===== config.mk =====
export PLATFORM = sky130hd
export DESIGN_NAME = vtv_div
export DESIGN_NICKNAME = d
export VERILOG_FILES = /design/src/hdl/vertex_transform_viewport_core_assert.svh /design/src/hdl/vtv_pkg.sv /design/src/hdl/vtv_div.sv
export SDC_FILE = /design/constraint.sdc
export NUM_CORES = 1
export LEC_CHECK = 0
export ABC_AREA = 1
export BUFFER_PORTS_ARGS = -buffer_cell sky130_fd_sc_hd__buf_2
export CAP_MARGIN = 10
export CELL_PAD_IN_SITES_DETAIL_PLACEMENT = 0
export CELL_PAD_IN_SITES_GLOBAL_PLACEMENT = 2
export CORE_MARGIN = 5
export CORE_UTILIZATION = 34
export DETAILED_ROUTE_END_ITERATION = 12
export GPL_ROUTABILITY_DRIVEN = 0
export PLACE_DENSITY_LB_ADDON = 0.1
export SLEW_MARGIN = 30
export SYNTH_ARGS = -nofsm -noshare
export SYNTH_HDL_FRONTEND = slang
export SYNTH_SLANG_ARGS = --single-unit

===== constraint.sdc =====
create_clock -name i_clk -period 8.8 [get_ports i_clk]
set_input_delay 1.76 -clock i_clk [delete_from_list [all_inputs] [get_ports i_clk]]
set_output_delay 1.76 -clock i_clk [all_outputs]
set_load 0.05 [all_outputs]

===== src/hdl/vertex_transform_viewport_core_assert.svh =====
// Assertion macros shared by the vertex transform RTL
`ifndef VERTEX_TRANSFORM_VIEWPORT_CORE_ASSERT_SVH
`define VERTEX_TRANSFORM_VIEWPORT_CORE_ASSERT_SVH

// same-cycle implication, checked out of reset only
`define VTV_ASSERT_IMP(lbl, clk, rst_n, pre, post) \
    lbl: assert property (@(posedge clk) disable iff (!rst_n) (pre) |-> (post)) \
        else $error("vertex transform assertion failed");

// next-cycle implication, checked out of reset only
`define VTV_ASSERT_NXT(lbl, clk, rst_n, pre, post) \
    lbl: assert property (@(posedge clk) disable iff (!rst_n) (pre) |=> (post)) \
        else $error("vertex transform assertion failed");

`endif


===== src/hdl/vtv_pkg.sv =====
// Package: widths, codes, payload types and saturation helpers of the vertex transform
`timescale 1ns / 1ps
package vtv_pkg;

    localparam int FRAC_BITS = 16;
    localparam int DATA_W    = 32;
    localparam int MUL_W     = DATA_W + 1;
    localparam int PROD_W    = 2 * MUL_W;
    localparam int ACC_W     = 2 * DATA_W - FRAC_BITS + 2;
    localparam int SX_W      = PROD_W - FRAC_BITS;
    localparam int NUM_W     = DATA_W + FRAC_BITS;
    localparam int DIV_CNT_W = $clog2(NUM_W);
    localparam int MEM_DEPTH = 48;
    localparam int MEM_AW    = 6;
    localparam int CFG_IDX_W = 3;
    localparam int CFG_W     = 16;
    localparam int PIX_W     = 16;
    localparam int VP_W      = 14;

    localparam logic signed [DATA_W-1:0] FX_ONE = DATA_W'(64'sd1 <<< FRAC_BITS);

    localparam logic [2:0] CMD_SELECT    = 3'd0;
    localparam logic [2:0] CMD_IDENTITY  = 3'd1;
    localparam logic [2:0] CMD_TRANSLATE = 3'd2;
    localparam logic [2:0] CMD_SCALE     = 3'd3;
    localparam logic [2:0] CMD_VERTEX    = 3'd4;

    localparam logic [15:0] MODE_MODELVIEW  = 16'h1700;
    localparam logic [15:0] MODE_PROJECTION = 16'h1701;
    localparam logic [15:0] MODE_TEXTURE    = 16'h1702;

    localparam logic [1:0] MAT_MODELVIEW  = 2'd0;
    localparam logic [1:0] MAT_PROJECTION = 2'd1;
    localparam logic [1:0] MAT_TEXTURE    = 2'd2;

    localparam logic [CFG_IDX_W-1:0] CFG_VP_LEFT   = 3'd0;
    localparam logic [CFG_IDX_W-1:0] CFG_VP_TOP    = 3'd1;
    localparam logic [CFG_IDX_W-1:0] CFG_VP_WIDTH  = 3'd2;
    localparam logic [CFG_IDX_W-1:0] CFG_VP_HEIGHT = 3'd3;
    localparam logic [CFG_IDX_W-1:0] CFG_SCR_WIDTH = 3'd4;
    localparam logic [CFG_IDX_W-1:0] CFG_SCR_HEIGHT = 3'd5;

    typedef struct packed {
        logic [2:0]               command;
        logic [15:0]              mode_code;
        logic signed [DATA_W-1:0] coord_x;
        logic signed [DATA_W-1:0] coord_y;
        logic signed [DATA_W-1:0] coord_z;
    } t_vtv_in;

    typedef struct packed {
        logic signed [PIX_W-1:0] pixel_x;
        logic signed [PIX_W-1:0] pixel_y;
        logic                    on_screen;
    } t_vtv_out;

    // clamp an accumulated row sum to the data range
    function automatic logic signed [DATA_W-1:0] sat_data(input logic signed [ACC_W-1:0] v);
        logic [ACC_W-DATA_W:0] top;
        top = v[ACC_W-1:DATA_W-1];
        if (top == '0 || top == '1) begin
            return v[DATA_W-1:0];
        end else if (v[ACC_W-1]) begin
            return {1'b1, {(DATA_W-1){1'b0}}};
        end else begin
            return {1'b0, {(DATA_W-1){1'b1}}};
        end
    endfunction

    // clamp a screen position to the pixel range
    function automatic logic signed [PIX_W-1:0] sat_pix(input logic signed [SX_W-1:0] v);
        logic [SX_W-PIX_W:0] top;
        top = v[SX_W-1:PIX_W-1];
        if (top == '0 || top == '1) begin
            return v[PIX_W-1:0];
        end else if (v[SX_W-1]) begin
            return {1'b1, {(PIX_W-1){1'b0}}};
        end else begin
            return {1'b0, {(PIX_W-1){1'b1}}};
        end
    endfunction

endpackage


===== src/hdl/vtv_div.sv =====
// Radix-2 restoring divider for the perspective divide, one quotient bit per cycle
`timescale 1ns / 1ps
module vtv_div
    import vtv_pkg::*;
(
    input  logic                     i_clk,
    input  logic                     i_rst_n,
    input  logic                     i_start,
    input  logic signed [DATA_W-1:0] i_num,
    input  logic signed [DATA_W-1:0] i_den,
    output logic                     o_done,
    output logic signed [DATA_W-1:0] o_quot
);

    logic                 r_busy;
    logic                 r_done;
    logic                 r_neg;
    logic [DIV_CNT_W-1:0] r_cnt;
    logic [DATA_W-1:0]    r_rem;
    logic [DATA_W-1:0]    r_den;
    logic [NUM_W-1:0]     r_num;

    logic [DATA_W-1:0] num_mag;
    logic [DATA_W-1:0] den_mag;
    logic [DATA_W:0]   rem_sh;
    logic              q_bit;
    logic [DATA_W-1:0] rem_nx;

    assign num_mag = i_num[DATA_W-1] ? DATA_W'(-i_num) : DATA_W'(i_num);
    assign den_mag = i_den[DATA_W-1] ? DATA_W'(-i_den) : DATA_W'(i_den);
    assign rem_sh  = {r_rem, r_num[NUM_W-1]};
    assign q_bit   = (rem_sh >= {1'b0, r_den});
    assign rem_nx  = q_bit ? DATA_W'(rem_sh - {1'b0, r_den}) : rem_sh[DATA_W-1:0];

    always_ff @(posedge i_clk) begin
        if (!i_rst_n) begin
            r_busy <= 1'b0;
            r_done <= 1'b0;
            r_cnt  <= '0;
        end else begin
            r_done <= 1'b0;
            if (i_start) begin
                r_busy <= 1'b1;
                r_cnt  <= '0;
                r_rem  <= '0;
                r_den  <= den_mag;
                r_neg  <= i_num[DATA_W-1] ^ i_den[DATA_W-1];
                r_num  <= NUM_W'(num_mag) << FRAC_BITS;
            end else if (r_busy) begin
                r_rem <= rem_nx;
                r_num <= {r_num[NUM_W-2:0], q_bit};
                r_cnt <= r_cnt + 1'b1;
                if (r_cnt == DIV_CNT_W'(NUM_W - 1)) begin
                    r_busy <= 1'b0;
                    r_done <= 1'b1;
                end
            end
        end
    end

    // apply the sign and saturate the magnitude quotient
    always_comb begin
        if (!r_neg) begin
            o_quot = (|r_num[NUM_W-1:DATA_W-1]) ? {1'b0, {(DATA_W-1){1'b1}}}
                                                 : r_num[DATA_W-1:0];
        end else if ((|r_num[NUM_W-1:DATA_W]) ||
                     (r_num[DATA_W-1] && (|r_num[DATA_W-2:0]))) begin
            o_quot = {1'b1, {(DATA_W-1){1'b0}}};
        end else begin
            o_quot = -r_num[DATA_W-1:0];
        end
    end

    assign o_done = r_done;

endmodule


==> results of run 1 <==
## report_power, final
group | total (uW) | leakage, uW | switching, uW | internal, uW
combinational | 712 | 0.00436 | 491 | 220
clock | 693 | 0.000288 | 304 | 389
sequential | 748 | 0.00116 | 40.7 | 707
total | 2150 | 0.00581 | 836 | 1320
## critical path: cells and delay by family, from the launching register on
kind	cells	cell delay, ns
flip-flops	1	0.39
AND/OR/NAND/NOR	5	1.03
AO/OA/AOI/OAI	2	0.31
buffers and inverters	3	0.71
adder cells (fa/ha/maj)	1	0.24
## area by class of cell
class,count,area share
Timing Repair Buffer,103,0.04403
Sequential cell,121,0.2977
Multi-Input combinational cell,1148,0.4854
Tap cell,396,0.04151
Clock buffer,18,0.03774
Clock inverter,14,0.01038
Inverter,264,0.08324
## state kept, by name, summed over array words and instances (netlist names)
name,cells
r_num,48
r_den,32
r_rem,32
r_cnt,6
o_done,1
r_busy,1
r_neg,1
## synth_stat cells (2+ instances only)
master | count | area [sq um]
nor2_1 | 230 | 863.3
a31oi_1 | 8 | 50.05
buf_2 | 7 | 35.03
nor2_4 | 3 | 33.78
ha_1 | 36 | 450.4
buf_1 | 3 | 11.26
inv_2 | 11 | 41.29
and2_1 | 10 | 62.56
a21oi_1 | 27 | 135.1
buf_6 | 2 | 22.52
nor3_1 | 18 | 90.09
nor4_1 | 5 | 31.28
nand4_1 | 22 | 137.6
o31ai_1 | 5 | 37.54
or2_2 | 5 | 31.28
nand2_1 | 442 | 1659
nand3_2 | 3 | 30.03
nor2_2 | 4 | 25.02
xnor2_1 | 9 | 78.83
dfxtp_1 | 8 | 160.2
o21ai_0 | 80 | 400.4
nand2_2 | 2 | 12.51
a21o_1 | 3 | 22.52
buf_4 | 2 | 15.01
o21ai_1 | 25 | 125.1
edfxtp_1 | 113 | 3393
nand3b_1 | 29 | 217.7
clkinv_1 | 2 | 7.510
inv_1 | 250 | 938.4
clkbuf_1 | 22 | 82.58
xor2_1 | 75 | 656.9
nand3_1 | 91 | 455.4
nor3b_1 | 4 | 30.03
## through the flow
stage	area (sq um)	instances	util
final	11940	2064	0.3912
after global routing	11940	2064	0.3912
after CTS	11940	2064	0.3912
after detailed placement	11360	2032	0.3724
after global placement	11360	2032	0.3724
after floorplan	10500	1569	-
## how the worst min path moves through the flow
stage,start,endpoint,cells past startpoint
3_3_place_gp,r_cnt[0],r_cnt[0],2
2_1_floorplan,r_cnt[5],o_done,2
5_1_grt,r_cnt[0],r_cnt[0],2
6_report,r_cnt[0],r_cnt[0],2
4_1_cts,r_cnt[1],r_cnt[1],2
3_5_place_dp,r_cnt[1],r_cnt[1],2
## metal layers
layer,share of wire,GRT usage
met5,0,0
met2,0.44,0.3106
met1,0.52,0.2945
met4,0.0082,0.03643
met3,0.034,0.02560
## layout by cell type, fill, tap and decap left out, types with 3 or more instances in the layout
cell type / netlist / final
clkinv_4: 0 / 3
o21ai_1: 25 / 25
buf_4: 2 / 4
inv_6: 0 / 6
nand3b_1: 29 / 29
a31oi_1: 8 / 8
nand3_1: 91 / 91
clkbuf_16: 0 / 18
nor3b_1: 4 / 4
nor2_4: 3 / 3
ha_1: 36 / 36
inv_1: 250 / 249
o31ai_1: 5 / 5
dfxtp_1: 8 / 8
nand3_2: 3 / 3
or2_2: 5 / 5
inv_2: 11 / 12
nor2_1: 230 / 230
and2_1: 10 / 10
a21oi_1: 27 / 27
inv_8: 0 / 3
nand4_1: 22 / 22
o21ai_0: 80 / 80
nor2_2: 4 / 4
nand2_1: 442 / 441
nor4_1: 5 / 5
edfxtp_1: 113 / 113
nor3_1: 18 / 18
a21o_1: 3 / 3
xnor2_1: 9 / 9
xor2_1: 75 / 75
buf_2: 7 / 99
## logic make-up after synthesis
group	count (synthesis)	share of synthesized area
AOI/OAI and AO/OA	153	0.07758
xor gates and xnor gates	84	0.07008
adders and majority gates	37	0.04481
buffers and inverters	300	0.1105
and+or+nand+nor	874	0.3586
DFF	121	0.3385
==> results.yml, run 1 <==
job:
  cap_violations: 0
clocking:
  clkLatencyLatePin_ns: 0.43
  htreeDepth: 4
  clock_sinks: 121
  path_clk_slew_ns: 0.07
  post_cts_buffers: 0
  tritoncts: "done"
  cts_made_buffers: 17
  clockBufferDepth: 2
  cts_root_buf: "clkbuf_16"
  holdBufCountCts: 0
  post_cts_resized: 0
setup_path:
  critPathSlowestCell: "nand3_2"
  setup.worst_path.start: "r_num[1]"
  worstPathMaxFanout: 26
  worstSetupPathType: "reg -> out"
  r2r-start: "r_rem[17]"
  critPathLaunchType: "flop"
  cp-endpoint: "o_quot[30]"
  end_kind: "output port"
  crit_chain: "inv_1 -> ha_1 -> nand3_2 -> nor3_4 -> nand2_2 -> o21ai_2 -> nand3_2 -> inv_1 -> o21ai_0 -> nand2_1 -> buf_2"
  worstPathArrival_ns: 3.10
  r2r_cells: 13
  r2r_slack_ns: 5.71
  timing.rr.end: "r_rem[21]"
  max_stage_delay_ns: 0.46
  cp.required_ns: 7.04
synth:
  synthArstFlopShare: 0
  yosys_most_used_dff: "edfxtp_1"
  yosysSeqAreaShare: 0.3385
  syn_inst: 1569
  synth_edf_count: 113
  synth_area_per_cell_sq_um: 6.691
  synth_area_sq_um: 10500
  ys_ff_latch: 121
  syn_nets: 1673
  ys.warnings.count: 0
  synth_cell_type_count: 46
drt:
  drt-wirelength-per-cell_microns: 16.37
  via_per_inst: 4.731
  drt_pass1_iterations: 4
  dr_total_vias: 9764
  wirelength_microns: 33780
  ant_nets: 0
  drc: 0
  drtIter0Drc: 497
finish:
  diodes: 0
  multi_input_area_sq_um: 5793
  final_nets: 1759
  final_layout_size_suffix_gt1_frac: 0.1037
  fillCellCount: 3341
  regArea_sq_um: 3553
  syn_to_final_growth_pct: 13.68
global_routing:
  grt_pass1_wl_microns: 53180
  grt_max_degree: 66
  grt-ovfl-total: 0
  grt_usage: 0.1979
  antenna_found_initial: 0
  grt_pass1_vias: 9616
sta:
  max_freq_ghz: 0.2056
  hold_violations: 0
  slew_viol_final: 0
  rsz0062_at_grt: "false"
  fin_ws_ns: 3.936
  period_share: 0.5527
  worst_pin_slew_ns: 0.9456
  skew_ns: 0.01736
  finalSetupTns_ns: 0
  min_period_ns: 4.864
  holdWs_ns: 0.5029
  relSlewSlack: 0.3696
  setup_violations: 0
floorplanning:
  io_pins: 100
  die_y_microns: 185.7
  start_util: 0.3441
  fp-row-count: 64
  core_sq_um: 30510
  die-area_sq_um: 34490
  die_x_microns: 185.7
power:
  peakVddDrop_uv: 93.25
  static-leakage-power_uw: 0.005810
  fin_total_pwr_uw: 2153
  p_per_area_nw_per_um2: 180.4
hold_path:
  hold_path_class: "reg -> reg"
placed_design:
  dpl.hpwl_microns: 26670
  pre_cts_ws_ns: 4.335
  port_buffers: 99
status:
  status: "finished, final reports clean"
Note: power is estimated with default switching activity, not from simulation.
==> inputs of run 2 (changes only) <==
==> constraint.sdc (replaced) <==
create_clock -name i_clk -period 4.7 [get_ports i_clk]
set_input_delay 0.94 -clock i_clk [delete_from_list [all_inputs] [get_ports i_clk]]
set_output_delay 0.94 -clock i_clk [all_outputs]
set_load 0.05 [all_outputs]
==> run 2 against run 1 <==
- worst hold slack better by 0.0039 ns
- critical path depth unchanged
- total power increased by 89%
- combinational power grew 88%
- clock power rose by 92%
- worst setup slack worse by 3.3 ns
- register-to-register slack got worse by 3.9 ns
- wire length grew 0.19%
- sequential power is 87% higher
- clock skew grew 0.00062 ns
- final cell count increased by 0.15%
- first-iteration DRC count increased by 19%
- critical path type unchanged
==> results.yml, run 2 (same netlist as run 1, synthesis figures left out) <==
sta:
  skew_ns: 0.01798
  finalSetupTns_ns: 0
  hold_violations: 0
  relSlewSlack: 0.4402
  setup_violations: 0
  worst_pin_slew_ns: 0.8376
  max_freq_ghz: 0.2489
  min_period_ns: 4.017
  period_share: 0.8547
  rsz0062_at_grt: "false"
  slew_viol_final: 0
setup_path:
  worstPathMaxFanout: 26
  timing.rr.end: "r_rem[21]"
  worstSetupPathType: "reg -> out"
  cp.required_ns: 3.76
  r2r_cells: 11
  setup.worst_path.start: "r_num[0]"
  crit_chain: "inv_1 -> ha_1 -> nand3_2 -> nor3_4 -> nand2_2 -> o21ai_2 -> nand3_2 -> inv_1 -> o21ai_0 -> nand2_1 -> buf_2"
  worstPathArrival_ns: 3.08
  cp-endpoint: "o_quot[30]"
  critPathSlowestCell: "nand3_2"
  r2r_slack_ns: 1.78
  r2r-start: "r_rem[27]"
  critPathLaunchType: "flop"
  end_kind: "output port"
  max_stage_delay_ns: 0.45
job:
  cap_violations: 0
clocking:
  post_cts_resized: 0
  holdBufCountCts: 0
  clockBufferDepth: 2
  post_cts_buffers: 0
  path_clk_slew_ns: 0.06
  clock_sinks: 121
  cts_root_buf: "clkbuf_16"
  tritoncts: "done"
  htreeDepth: 4
  cts_made_buffers: 17
  clkLatencyLatePin_ns: 0.43
status:
  status: "finished, final reports clean"
floorplanning:
  die-area_sq_um: 34490
  die_x_microns: 185.7
  fp-row-count: 64
  core_sq_um: 30510
  start_util: 0.3441
  io_pins: 100
  die_y_microns: 185.7
power:
  power_frac_comb: 0.330
  seq_power_share: 0.344
  p_int_uw: 2526
  static-leakage-power_uw: 0.005836
  p_per_area_nw_per_um2: 339.5
  clockPowerShare: 0.326
  peakVddDrop_uv: 221.2
  p_sw_uw: 1545
  p_sw_frac: 0.3795
  fin_total_pwr_uw: 4070
drt:
  ant_nets: 0
  drt_pass1_iterations: 5
  drt-wirelength-per-cell_microns: 16.37
  drtIter0Drc: 593
  drc: 0
  dr_total_vias: 9862
  via_per_inst: 4.771
  wirelength_microns: 33850
global_routing:
  grt_max_degree: 43
  grt_pass1_vias: 9438
  antenna_found_initial: 0
  grt_pass1_wl_microns: 52790
  grt-ovfl-total: 0
  grt_usage: 0.1966
hold_path:
  hold_path_class: "reg -> reg"
finish:
  fin_cells: 2067
  finalInstanceArea_sq_um: 11990
  diodes: 0
  top_register: "r_num"
  largestRegisters: "r_num: 48 flops, r_den: 32 flops, r_rem: 32 flops"
  final_common_cell: "nand2_1"
  largest_reg_flops: 48
  final_cell_mix: "441 x nand2_1, 249 x inv_1, 230 x nor2_1, 113 x edfxtp_1, 99 x buf_2"
  final_layout_size_suffix_gt1_frac: 0.1053
  syn_to_final_growth_pct: 14.19
  fillCellCount: 3303
  final_nets: 1762
placed_design:
  port_buffers: 99
  dpl.hpwl_microns: 26880
  place_inst: 2035
  place_area_sq_um: 11400
[run 2: changes by cell type in the layout (fill, tap and decap cells not counted), sizes merged]
cell	delta
inv	-4
buf	+3
clkinv	+2
bufinv	+1
clkbuf	+1
[run 2: worst min path at each step]
stage	to	slack, ns	startpoint	depth (start not counted)
finish	r_cnt[0]	0.51	r_cnt[0]	2
global placement	r_cnt[0]	0.49	r_cnt[0]	2
global route	r_cnt[1]	0.55	r_cnt[1]	2
CTS	r_cnt[1]	0.51	r_cnt[1]	2
detailed placement	r_cnt[1]	0.50	r_cnt[1]	2
floorplan	o_done	0.47	r_cnt[5]	2
[run 2: power groups by stage]
stage	Clock, uW	Combinational (uW)	Sequential, uW
global placement	0	1350	1420
finish	1330	1340	1400
detailed placement	0	1350	1420
global route	1400	1510	1410
CTS	1350	1350	1400
floorplan	0	965	1390
[run 2: area by class of cell]
type	count	area, sq um	share of cell area
clock buffer	19	464.2	0.03872
timing repair buffer	106	560.5	0.04675
multi-input combinational	1148	5793	0.4832
sequential	121	3553	0.2964
clock inverter	13	128.9	0.01075
tap	396	495.5	0.04133
inverter	264	993.5	0.08286
[run 2: worst max-delay path, delay by kind of cell, from the launching register on]
kind | cells | cell delay (ns)
buffers and inverters | 3 | 0.72
flip-flops | 1 | 0.35
AO/OA/AOI/OAI | 2 | 0.30
adder cells (fa/ha/maj) | 1 | 0.24
AND/OR/NAND/NOR | 5 | 1.04
[run 2: through the flow]
| step | hold slack (ns) | setup slack (ns) | utilization |
|---|---|---|---|
| 6_report | 0.5067 | 0.6827 | 0.3930 |
| 3_3_place_gp | 0.4903 | 1.108 | 0.3735 |
| 2_1_floorplan | 0.4705 | 1.324 | - |
| 4_1_cts | 0.5096 | 0.5852 | 0.3930 |
| 3_5_place_dp | 0.5002 | 1.055 | 0.3735 |
| 5_1_grt | 0.5507 | 0.3513 | 0.3930 |
[run 2: routing by layer]
metal / vias to the layer above / share of wire / global-route usage
met3: 19 / 0.037 / 0.02599
met2: 173 / 0.44 / 0.3028
met1: 4514 / 0.52 / 0.2981
met4: 0 / 0.0081 / 0.03410
met5: - / 0 / 0
li1: 5156 / - / -
==> inputs of run 3 (changes only) <==
--- a/config.mk
+++ b/config.mk
@@ -11,7 +11,7 @@
 export CELL_PAD_IN_SITES_DETAIL_PLACEMENT = 0
 export CELL_PAD_IN_SITES_GLOBAL_PLACEMENT = 2
 export CORE_MARGIN = 5
-export CORE_UTILIZATION = 34
+export CORE_UTILIZATION = 31
 export DETAILED_ROUTE_END_ITERATION = 12
 export GPL_ROUTABILITY_DRIVEN = 0
 export PLACE_DENSITY_LB_ADDON = 0.1
==> constraint.sdc (replaced) <==
create_clock -name i_clk -period 3.6 [get_ports i_clk]
set_input_delay 0.72 -clock i_clk [delete_from_list [all_inputs] [get_ports i_clk]]
set_output_delay 0.72 -clock i_clk [all_outputs]
set_load 0.05 [all_outputs]
==> run 3 against run 2 <==
- clock-buffer cell count increased by 3
- clock skew shrank 0.0088 ns
- first-iteration DRC count is 15% lower
- largest cell class unchanged
- clock power increased by 35%
- via count decreased by 0.99%
- combinational power rose by 29%
- largest power group unchanged
==> results.yml, run 3 (same netlist as run 1, synthesis figures left out) <==
clocking:
  htreeDepth: 4
  clock_sinks: 121
  clkLatencyLatePin_ns: 0.44
  clockBufferDepth: 2
  cts_made_buffers: 17
  tritoncts: "done"
  path_clk_slew_ns: 0.06
  cts_root_buf: "clkbuf_16"
power:
  clockPowerShare: 0.335
  peakVddDrop_uv: 371.3
  seq_power_share: 0.342
  p_per_area_nw_per_um2: 440.6
  static-leakage-power_uw: 0.005883
  p_sw_uw: 2000
  p_int_uw: 3356
  p_sw_frac: 0.3734
  power_frac_comb: 0.324
  fin_total_pwr_uw: 5356
status:
  status: "finished, final reports clean"
finish:
  top_register: "r_num"
  largest_reg_flops: 48
  multi_input_area_sq_um: 5798
  final_cell_mix: "440 x nand2_1, 249 x inv_1, 229 x nor2_1, 113 x edfxtp_1, 96 x buf_2"
  regArea_sq_um: 3553
  fillCellCount: 3686
  final_nets: 1769
  syn_to_final_growth_pct: 15.78
  fin_cells: 2126
  final_layout_size_suffix_gt1_frac: 0.1103
  diodes: 0
  final_common_cell: "nand2_1"
  largestRegisters: "r_num: 48 flops, r_den: 32 flops, r_rem: 32 flops"
drt:
  dr_total_vias: 9764
  drt_pass1_iterations: 5
  via_per_inst: 4.593
  drtIter0Drc: 503
  drc: 0
  ant_nets: 0
  wirelength_microns: 33960
  drt-wirelength-per-cell_microns: 15.97
setup_path:
  cp-endpoint: "o_quot[16]"
  worstPathMaxFanout: 25
  timing.rr.end: "r_rem[26]"
  crit_cells: 10
  worstSetupPathType: "reg -> out"
  critPathSlowestCell: "edfxtp_1"
  cp.required_ns: 2.88
  critPathLaunchType: "flop"
  max_stage_delay_ns: 0.39
  r2r_cells: 14
  r2r_slack_ns: 0.70
  crit_chain: "inv_1 -> ha_1 -> nand3_2 -> nor3_4 -> nand2_2 -> o21ai_2 -> nand3_2 -> buf_4 -> o21ai_1 -> buf_4"
  worstPathArrival_ns: 2.71
  r2r-start: "r_rem[19]"
  path_delay_family: "simple AND/OR/NAND/NOR gates"
  setup.worst_path.start: "r_num[1]"
  cp.buffers_inverters: 3
  end_kind: "output port"
global_routing:
  antenna_found_initial: 0
  grt_max_degree: 46
  grt-ovfl-total: 0
  grt_pass1_vias: 9855
  grt_usage: 0.1829
  grt_pass1_wl_microns: 55010
sta:
  slew_viol_final: 0
  setup_violations: 0
  relSlewSlack: 0.4438
  rsz0062_at_grt: "false"
  min_period_ns: 3.427
  period_share: 0.9518
  max_freq_ghz: 0.2918
  skew_ns: 0.009201
  finalSetupTns_ns: 0
  worst_pin_slew_ns: 0.8267
  hold_violations: 0
job:
  cap_violations: 0
placed_design:
  port_buffers: 99
  place_inst: 2092
  dpl.hpwl_microns: 27580
floorplanning:
  core_sq_um: 33450
  start_util: 0.3139
  die_y_microns: 194.0
  die_x_microns: 194.0
  fp-row-count: 67
  die-area_sq_um: 37650
  io_pins: 100
hold_path:
  hold_path_class: "in -> reg"
## run 3: per-layer routing
layer	GRT usage	up-vias	part of all wire
met5	0	-	0
met4	0.03828	0	0.010
met3	0.02606	22	0.024
met2	0.2897	128	0.45
met1	0.2666	4441	0.52
li1	-	5173	-
## run 3: how the worst min path moves through the flow
stage                   from        to  slack, ns  depth (start not counted)
floorplan           r_cnt[5]    o_done       0.47                          2
global placement    r_cnt[0]  r_cnt[0]       0.49                          2
detailed placement  r_cnt[0]  r_cnt[0]       0.50                          2
CTS                 i_den[0]  r_den[0]       0.47                          1
global route        i_den[0]  r_den[0]       0.47                          1
finish              i_den[0]  r_den[0]       0.49                          1
## run 3: area by class of cell
type,count,share of cell area
Multi-Input combinational cell,1148,0.4770
Timing Repair Buffer,113,0.05106
Inverter,264,0.08173
Clock inverter,10,0.007411
Clock buffer,22,0.04436
Sequential cell,121,0.2923
Tap cell,448,0.04611
## run 3: metrics by stage
stage	area (sq um)	hold WS, ns	util	setup slack [ns]
floorplan	10500	0.4705	-	0.4435
global placement	11500	0.4929	0.3438	0.5732
global route	12160	0.4704	0.3634	0.01064
detailed placement	11500	0.4963	0.3438	0.5626
finish	12160	0.4873	0.3634	0.1734
CTS	12130	0.4671	0.3626	0.07680
## run 3: power groups by stage
stage	combinational, uW	sequential, uW	clock [uW]
2_1_floorplan	1260	1820	0
3_3_place_gp	1750	1860	0
3_5_place_dp	1750	1860	0
4_1_cts	1760	1830	1840
5_1_grt	1980	1850	1900
6_report	1730	1830	1790
## run 3: timing repair
item,in CTS,in global routing
setup endpoints to repair,0,22
resized for setup,0,6
hold buffers,0,0
setup buffers,0,2
